<file path="src/rtl/core/uue_pkg.sv">
`default_nettype none

package uue_pkg;

  localparam int LINE_BYTES_DEF = 45;

  localparam logic [7:0] CHAR_SPACE     = 8'h20;
  localparam logic [7:0] CHAR_BACKQUOTE = 8'h60;
  localparam logic [7:0] CHAR_NEWLINE   = 8'h0a;

  typedef enum logic [2:0] {
    S_FILL,
    S_LEN,
    S_RD0,
    S_RD1,
    S_RD2,
    S_RD3,
    S_CHAR,
    S_NL
  } state_t;

  typedef enum logic [1:0] {
    OSEL_LEN,
    OSEL_GRP,
    OSEL_NL
  } out_sel_t;

  // controller to datapath
  typedef struct packed {
    logic     wr_en;
    logic     clr_fill;
    logic     grp_clr;
    logic     grp_step;
    logic [1:0] rd_off;
    logic     cap_en;
    logic [1:0] cap_off;
    logic     char_clr;
    logic     out_load;
    out_sel_t out_sel;
  } ctl_cmd_t;

  // datapath to controller
  typedef struct packed {
    logic fill_at_end;
    logic grp_more;
    logic char_last;
    logic out_free;
  } ctl_sts_t;

  // 6-bit value to printable character, zero maps to backquote
  function automatic logic [7:0] enc6(input logic [5:0] v);
    logic [7:0] ch;
    if (v == 6'd0) ch = CHAR_BACKQUOTE;
    else ch = {2'b00, v} + CHAR_SPACE;
    return ch;
  endfunction

endpackage

`default_nettype wire

</file>
<file path="src/rtl/core/uuencode_line_encoder.sv">
// uuencode line encoder: file bytes arrive one per beat on the slave side
// (tlast marks the last byte of the file) and are stored in a line buffer of
// LINE_BYTES entries. When the buffer fills, or the byte with tlast arrives,
// the block sends the encoded line on the master side: a length character,
// four characters per group of three bytes (a short last group is padded with
// zero bytes), and a newline that carries tlast. Characters are (v + space),
// with zero sent as backquote. Input is taken one byte per cycle while a line
// fills; during emission no input is taken. Emitting a line sends the length
// character, then for each group reads its bytes through the single
// registered read port of the line memory before sending its characters
// through the output register, and then sends the newline. The line memory
// needs no clearing pass after reset.
`default_nettype none

module uuencode_line_encoder #(
  parameter int LINE_BYTES = uue_pkg::LINE_BYTES_DEF  // 3 to 63
) (
  input  wire logic       clk,
  input  wire logic       rst,
  // input beats
  input  wire logic       s_tvalid,
  output logic            s_tready,
  input  wire logic [7:0] s_tdata,   // [7:0] data_byte
  input  wire logic       s_tlast,   // final_byte
  // output beats
  output logic            m_tvalid,
  input  wire logic       m_tready,
  output logic [7:0]      m_tdata,   // [7:0] out_char
  output logic            m_tlast    // line_done
);

  uue_pkg::ctl_cmd_t cmd;
  uue_pkg::ctl_sts_t sts;

  // sequencer: fill, length char, per-group read and send, newline
  uue_ctrl u_ctrl (
    .clk      (clk),
    .rst      (rst),
    .s_tvalid (s_tvalid),
    .s_tlast  (s_tlast),
    .sts      (sts),
    .s_tready (s_tready),
    .cmd      (cmd)
  );

  // line memory, counters, group word and output register
  uue_dpath #(
    .LINE_BYTES (LINE_BYTES)
  ) u_dpath (
    .clk      (clk),
    .rst      (rst),
    .cmd      (cmd),
    .s_tdata  (s_tdata),
    .m_tready (m_tready),
    .sts      (sts),
    .m_tvalid (m_tvalid),
    .m_tdata  (m_tdata),
    .m_tlast  (m_tlast)
  );

  // the final byte always starts a flush, so no more input is taken next cycle
  a_flush_after_final: assert property (@(posedge clk) disable iff (rst)
    s_tvalid && s_tready && s_tlast |=> !s_tready)
    else $error("input taken right after the final byte");

  // the end-of-line marker only rides on the newline character
  a_done_is_newline: assert property (@(posedge clk) disable iff (rst)
    m_tvalid && m_tlast |-> m_tdata == uue_pkg::CHAR_NEWLINE)
    else $error("line_done on a character other than newline");

  // the line memory is written only on an accepted input beat
  a_write_on_beat: assert property (@(posedge clk) disable iff (rst)
    cmd.wr_en |-> s_tvalid && s_tready)
    else $error("line memory written without an input beat");

  // no character is loaded while an input beat is being taken
  a_no_emit_while_fill: assert property (@(posedge clk) disable iff (rst)
    s_tready |-> !cmd.out_load)
    else $error("character loaded during line fill");

endmodule

`default_nettype wire

</file>
<file path="src/rtl/core/uue_ram.sv">
`default_nettype none

module uue_ram #(
  parameter int WIDTH = 8,
  parameter int DEPTH = uue_pkg::LINE_BYTES_DEF,
  localparam int ADDR_W = $clog2(DEPTH)
) (
  input  wire logic              clk,
  input  wire logic              we,
  input  wire logic [ADDR_W-1:0] waddr,
  input  wire logic [WIDTH-1:0]  wdata,
  input  wire logic [ADDR_W-1:0] raddr,
  output logic      [WIDTH-1:0]  rdata
);

  logic [WIDTH-1:0] mem [DEPTH];

  always_ff @(posedge clk) begin
    if (we) begin
      mem[waddr] <= wdata;
    end
    rdata <= mem[raddr];
  end

endmodule

`default_nettype wire

</file>
<file path="src/rtl/core/uue_ctrl.sv">
`default_nettype none

module uue_ctrl (
  input  wire logic               clk,
  input  wire logic               rst,
  input  wire logic               s_tvalid,
  input  wire logic               s_tlast,
  input  wire uue_pkg::ctl_sts_t  sts,
  output logic                    s_tready,
  output uue_pkg::ctl_cmd_t       cmd
);

  uue_pkg::state_t state, state_next;

  always_ff @(posedge clk) begin
    if (rst) begin
      state <= uue_pkg::S_FILL;
    end else begin
      state <= state_next;
    end
  end

  always_comb begin
    state_next = state;
    unique case (state)
      uue_pkg::S_FILL: begin
        if (s_tvalid && (s_tlast || sts.fill_at_end)) state_next = uue_pkg::S_LEN;
      end
      uue_pkg::S_LEN: begin
        if (sts.out_free) state_next = uue_pkg::S_RD0;
      end
      uue_pkg::S_RD0: state_next = uue_pkg::S_RD1;
      uue_pkg::S_RD1: state_next = uue_pkg::S_RD2;
      uue_pkg::S_RD2: state_next = uue_pkg::S_RD3;
      uue_pkg::S_RD3: state_next = uue_pkg::S_CHAR;
      uue_pkg::S_CHAR: begin
        if (sts.out_free && sts.char_last) begin
          state_next = sts.grp_more ? uue_pkg::S_RD0 : uue_pkg::S_NL;
        end
      end
      uue_pkg::S_NL: begin
        if (sts.out_free) state_next = uue_pkg::S_FILL;
      end
      default: state_next = uue_pkg::S_FILL;
    endcase
  end

  always_comb begin
    s_tready     = 1'b0;
    cmd.wr_en    = 1'b0;
    cmd.clr_fill = 1'b0;
    cmd.grp_clr  = 1'b0;
    cmd.grp_step = 1'b0;
    cmd.rd_off   = 2'd0;
    cmd.cap_en   = 1'b0;
    cmd.cap_off  = 2'd0;
    cmd.char_clr = 1'b0;
    cmd.out_load = 1'b0;
    cmd.out_sel  = uue_pkg::OSEL_LEN;
    unique case (state)
      uue_pkg::S_FILL: begin
        s_tready  = 1'b1;
        cmd.wr_en = s_tvalid;
      end
      uue_pkg::S_LEN: begin
        cmd.out_load = sts.out_free;
        cmd.out_sel  = uue_pkg::OSEL_LEN;
        cmd.grp_clr  = 1'b1;
      end
      uue_pkg::S_RD0: begin
        cmd.rd_off = 2'd0;
      end
      uue_pkg::S_RD1: begin
        cmd.rd_off  = 2'd1;
        cmd.cap_en  = 1'b1;
        cmd.cap_off = 2'd0;
      end
      uue_pkg::S_RD2: begin
        cmd.rd_off  = 2'd2;
        cmd.cap_en  = 1'b1;
        cmd.cap_off = 2'd1;
      end
      uue_pkg::S_RD3: begin
        cmd.cap_en   = 1'b1;
        cmd.cap_off  = 2'd2;
        cmd.char_clr = 1'b1;
      end
      uue_pkg::S_CHAR: begin
        cmd.out_load = sts.out_free;
        cmd.out_sel  = uue_pkg::OSEL_GRP;
        cmd.grp_step = sts.out_free && sts.char_last && sts.grp_more;
      end
      uue_pkg::S_NL: begin
        cmd.out_load = sts.out_free;
        cmd.out_sel  = uue_pkg::OSEL_NL;
        cmd.clr_fill = sts.out_free;
      end
      default: begin
        s_tready = 1'b0;
      end
    endcase
  end

endmodule

`default_nettype wire

</file>
<file path="src/rtl/core/uue_dpath.sv">
`default_nettype none

module uue_dpath #(
  parameter int LINE_BYTES = uue_pkg::LINE_BYTES_DEF
) (
  input  wire logic              clk,
  input  wire logic              rst,
  input  wire uue_pkg::ctl_cmd_t cmd,
  input  wire logic [7:0]        s_tdata,
  input  wire logic              m_tready,
  output uue_pkg::ctl_sts_t      sts,
  output logic                   m_tvalid,
  output logic [7:0]             m_tdata,
  output logic                   m_tlast
);

  localparam int CNT_W  = $clog2(LINE_BYTES + 1);
  localparam int ADDR_W = $clog2(LINE_BYTES);
  localparam int IDX_W  = CNT_W + 1;

  logic [CNT_W-1:0]  fill;
  logic [CNT_W-1:0]  grp;
  logic [23:0]       word;
  logic [1:0]        char_cnt;
  logic [IDX_W-1:0]  rd_idx;
  logic [IDX_W-1:0]  cap_idx;
  logic              rd_ok;
  logic              cap_ok;
  logic [ADDR_W-1:0] rd_addr;
  logic [7:0]        rdata;
  logic [7:0]        out_char;

  uue_ram #(
    .WIDTH (8),
    .DEPTH (LINE_BYTES)
  ) u_line_ram (
    .clk   (clk),
    .we    (cmd.wr_en),
    .waddr (fill[ADDR_W-1:0]),
    .wdata (s_tdata),
    .raddr (rd_addr),
    .rdata (rdata)
  );

  // bytes past the end of the line read as zero
  assign rd_idx  = {1'b0, grp} + IDX_W'(cmd.rd_off);
  assign rd_ok   = rd_idx < {1'b0, fill};
  assign rd_addr = rd_ok ? rd_idx[ADDR_W-1:0] : '0;
  assign cap_idx = {1'b0, grp} + IDX_W'(cmd.cap_off);
  assign cap_ok  = cap_idx < {1'b0, fill};

  assign sts.fill_at_end = (fill == CNT_W'(LINE_BYTES - 1));
  assign sts.grp_more    = ({1'b0, grp} + IDX_W'(3)) < {1'b0, fill};
  assign sts.char_last   = (char_cnt == 2'd3);
  assign sts.out_free    = !m_tvalid || m_tready;

  always_ff @(posedge clk) begin
    if (rst) begin
      fill <= '0;
    end else if (cmd.clr_fill) begin
      fill <= '0;
    end else if (cmd.wr_en) begin
      fill <= fill + 1'b1;
    end
  end

  always_ff @(posedge clk) begin
    if (cmd.grp_clr) begin
      grp <= '0;
    end else if (cmd.grp_step) begin
      grp <= grp + CNT_W'(3);
    end
  end

  always_ff @(posedge clk) begin
    if (cmd.char_clr) begin
      char_cnt <= 2'd0;
    end else if (cmd.out_load && cmd.out_sel == uue_pkg::OSEL_GRP) begin
      char_cnt <= char_cnt + 2'd1;
    end
  end

  always_ff @(posedge clk) begin
    if (cmd.cap_en) begin
      word <= {word[15:0], (cap_ok ? rdata : 8'h00)};
    end else if (cmd.out_load && cmd.out_sel == uue_pkg::OSEL_GRP) begin
      word <= {word[17:0], 6'd0};
    end
  end

  always_comb begin
    unique case (cmd.out_sel)
      uue_pkg::OSEL_LEN: out_char = uue_pkg::enc6(6'(fill));
      uue_pkg::OSEL_GRP: out_char = uue_pkg::enc6(word[23:18]);
      uue_pkg::OSEL_NL:  out_char = uue_pkg::CHAR_NEWLINE;
      default:           out_char = uue_pkg::CHAR_NEWLINE;
    endcase
  end

  always_ff @(posedge clk) begin
    if (rst) begin
      m_tvalid <= 1'b0;
    end else if (cmd.out_load) begin
      m_tvalid <= 1'b1;
    end else if (m_tready) begin
      m_tvalid <= 1'b0;
    end
  end

  always_ff @(posedge clk) begin
    if (cmd.out_load) begin
      m_tdata <= out_char;
      m_tlast <= (cmd.out_sel == uue_pkg::OSEL_NL);
    end
  end

endmodule

`default_nettype wire

</file>
<file path="config.mk">
export PLATFORM = sky130hd
export DESIGN_NAME = uuencode_line_encoder
export DESIGN_NICKNAME = d
export VERILOG_FILES = /design/src/rtl/core/uue_pkg.sv /design/src/rtl/core/uuencode_line_encoder.sv /design/src/rtl/core/uue_ram.sv /design/src/rtl/core/uue_ctrl.sv /design/src/rtl/core/uue_dpath.sv
export SDC_FILE = /design/constraint.sdc
export NUM_CORES = 1
export LEC_CHECK = 0
export ABC_AREA = 0
export BUFFER_PORTS_ARGS = -buffer_cell sky130_fd_sc_hd__buf_2
export CORE_MARGIN = 3
export CORE_UTILIZATION = 57
export DETAILED_ROUTE_END_ITERATION = 7
export PLACE_DENSITY = 0.75
export SLEW_MARGIN = 20
export SYNTH_ARGS = -nofsm -noshare
export SYNTH_HDL_FRONTEND = slang
export SYNTH_SLANG_ARGS = --single-unit
</file>
<file path="constraint.sdc">
create_clock -name clk -period 4.1 [get_ports clk]
set_input_delay 0.205 -clock clk [delete_from_list [all_inputs] [get_ports clk]]
set_output_delay 0.205 -clock clk [all_outputs]
set_load 0.05 [all_outputs]
</file>
==> impl_metrics.tcl <==
set metrics [dict create \
    drc 0 \
    cts_root_buf "clkbuf_16" \
    yosys_warnings 0 \
    power_density_nw_per_um2 501 \
    io_buffers 22 \
    overflow 0 \
    worst_pin_slew_ns 1.01 \
    fmax_mhz 247 \
    synth_enable_flop_cells 392 \
    hp-class "in -> reg" \
    crit_fanout 8 \
    slew_viol_final 0 \
    grt_first_pass_wirelength_mm 64.9 \
    finClkSkew_ns 0.0123 \
    regToRegStartpoint "u_ctrl.state[0]$_SDFFE_PP0P_" \
    vdd_ir_drop_max_mv 0.571 \
    avgSynthCellArea_sq_um 14.1 \
    synthXorXnorAreaFrac_pct 0.932 \
    relSlewSlack_pct 32.6 \
    initial_core_util_pct 58.8 \
    antenna_cells 0 \
    num_rows 63 \
    yosysSeqAreaShare_pct 69.4 \
    wire_per_inst_microns 25.2 \
    ys_seq_elements 418 \
    fin_crit_sh_pct 98.9 \
    vias 11332 \
    gp_congestion 0.902 \
    htreeDepth 2 \
    path_clk_slew_ns 0.07 \
    r2r-end "u_dpath.u_line_ram.rdata[3]$_DFF_P_" \
    antenna_found_initial 0 \
    cts_buffers 42 \
    synth-async-reset-ratio_pct 0 \
    synth_top_family_by_area "simple AND/OR/NAND/NOR gates" \
    cts_sinks 418 \
    final.min_clock_period_ns 4.05 \
    rsz0062_at_grt "true" \
    cp_data_required_time_ns 4.55 \
    hold_depth 3 \
    grt_max_degree 87 \
    drtIter0Drc 1193 \
    report.final.hold_viol_count 0 \
    clk_latency_ns 0.55 \
    path_class "reg -> reg" \
    syn-cell-area_sq_um 17700 \
    ff2ff_setup_slack_ns 0.05 \
    fin_nets 1366 \
    dieHeight_microns 182 \
    yosys.area_share.simple_pct 9.92 \
    drive_gt1_share_pct 16.3 \
    syn_inst 1256 \
    final_core_util_pct 67.3 \
    fin_setup_tns_ns 0 \
    tritoncts "yes" \
    min_to "u_dpath.m_tvalid$_SDFFE_PP0P_" \
    layout.cells.non_filler 1748 \
    wirelength_mm 44.1 \
    min_from "m_tready" \
    ff2ff_path_depth 17 \
    ys.flop_type "edfxtp_1" \
    arrival_ns 4.51 \
    dp.cells 1657 \
    synth_mux_area_share_pct 5.71 \
    area_delta_synth_final_pct 14.4 \
    yosysUniqueCellTypes 76 \
    synth_compound_area_share_pct 9.66 \
    ant_nets 0 \
    start_kind "register" \
    drv_cap 0 \
    synthAdderAreaFrac_pct 2.13 \
    grt_pass1_vias 10852 \
    holdWs_ns 0.0332 \
    die_area_sq_um 33200 \
    ios 24 \
    synth_nets 1298 \
    setup_viol 0 \
    clockBufferDepth 3 \
    core_area_sq_um 30100 \
    p_leak_nw 6.74 \
    worstSetupEndpointType "register" \
    nFillCells 2032 \
    status "finished clean" \
    hpwl_mm 26.4 \
    avgViaCountPerCell 6.48 \
    firstDrtPassIters 5 \
    grtUsageTotal_pct 25.6 \
    die_w_microns 182 \
]
report_power, final:
group	total, mW	internal, mW	switching (mW)
registers	4.93	4.85	0.0847
clock network	3.69	2.12	1.57
logic	1.54	0.521	1.01
placed cells by master (no fill, tap or decap), types with 12 or more instances in the layout:
cell type and instances:
a211oi_1 20, a21oi_1 36, buf_2 22, buf_4 59, clkbuf_1 13, clkbuf_16 46, clkinv_1 13, dfxtp_1 24
edfxtp_1 392, ha_1 23, inv_1 13, mux2i_1 73, nand2_1 168, nand3_1 46, nor2_1 92, nor3_1 17
o22ai_1 23, o31ai_1 12
registers in the layout, summed over array words and instances (netlist names):
register	count
u_dpath.fill	6
u_dpath.word	24
u_dpath.m_tdata	7
u_dpath.grp	6
u_ctrl.state	3
u_dpath.u_line_ram.mem	360
u_dpath.u_line_ram.rdata	8
u_dpath.m_tlast	1
u_dpath.char_cnt	2
u_dpath.m_tvalid	1
routing by layer:
layer  GRT usage [%]  wire [microns]  up-vias
met2            40.5           20700      666
met4            9.96            1940        0
met5               0               0        -
met1            36.4           17600     5565
met3            3.71            3830      132
li1                -               -     4969
synthesized netlist by cell type, types with 19 or more instances:
cell      count  area (sq um)
edfxtp_1    392         11800
nand2_1     168           631
nor2_1       93           349
mux2i_1      73           731
nand3_1      47           235
a21oi_1      39           195
clkbuf_1     33           124
ha_1         27           338
a211oi_1     26           195
buf_2        26           130
dfxtp_1      26           521
o22ai_1      24           150
nor3_1       19          95.1
worst max-delay path: stages, from the launching register on:
cell	delay, ns
dfxtp_2	0.33
ha_2	0.18
nor2b_2	0.17
ha_4	0.18
fa_2	0.38
and3_4	0.21
xor2_2	0.15
ha_1	0.32
a21o_1	0.19
a21oi_2	0.19
buf_4	0.17
o211ai_4	0.11
buf_12	0.22
buf_12	0.14
o22a_1	0.21
a211oi_1	0.40
a211oi_1	0.14
a211oi_1	0.26
timing repair:
item / CTS / global route
hold endpoints to repair: 4 / 0
setup buffers: 0 / 7
setup endpoints to repair: 6 / 8
pin swaps: 1 / 5
gates resized for setup: 7 / 28
hold buffers: 1 / 0
gates cloned: 1 / 4
layout make-up:
type                    count  area, sq um  share of cell area [%]
clock inverters            19          154                   0.760
multi-input cells         752         5260                    26.0
repair buffers             95          833                    4.11
well taps                 390          488                    2.41
inverters                  15         58.8                   0.290
flip-flops and latches    418        12300                    60.7
clock buffers              59         1170                    5.76
logic make-up (layout without fill, tap and decap cells):
kind of cell | Yosys count | in the layout
simple gates | 386 | 387
other cells | 1 | 1
buf+inv | 87 | 188
flops | 418 | 418
mux | 90 | 90
compound gates | 227 | 227
xor+xnor | 18 | 18
fa+ha+maj | 29 | 29
worst max-delay path by stage:
stage                                       startpoint                                   to  slack (ns)  depth (start not counted)
after global routing      u_ctrl.state[0]$_SDFFE_PP0P_  u_dpath.u_line_ram.rdata[6]$_DFF_P_       -0.05                         19
after floorplan           u_ctrl.state[0]$_SDFFE_PP0P_  u_dpath.u_line_ram.rdata[2]$_DFF_P_        0.07                         18
after CTS                 u_ctrl.state[1]$_SDFFE_PP0P_  u_dpath.u_line_ram.rdata[3]$_DFF_P_      0.0006                         16
after global placement    u_ctrl.state[0]$_SDFFE_PP0P_  u_dpath.u_line_ram.rdata[0]$_DFF_P_        0.07                         17
final                     u_ctrl.state[0]$_SDFFE_PP0P_  u_dpath.u_line_ram.rdata[3]$_DFF_P_        0.05                         17
after detailed placement  u_ctrl.state[0]$_SDFFE_PP0P_  u_dpath.u_line_ram.rdata[1]$_DFF_P_       -0.02                         17
through the flow:
| step | instance area [sq um] | total power, mW | worst slack, ns |
|---|---|---|---|
| 6_report | 20300 | 10.2 | 0.0461 |
| 5_1_grt | 20300 | 10.4 | -0.0521 |
| 4_1_cts | 20000 | 10.0 | 0.000579 |
| 3_5_place_dp | 18600 | 6.42 | -0.0156 |
| 3_3_place_gp | 18600 | 6.40 | 0.0668 |
| 2_1_floorplan | 17800 | 5.91 | 0.0676 |
(Power assumes the default switching activity.)
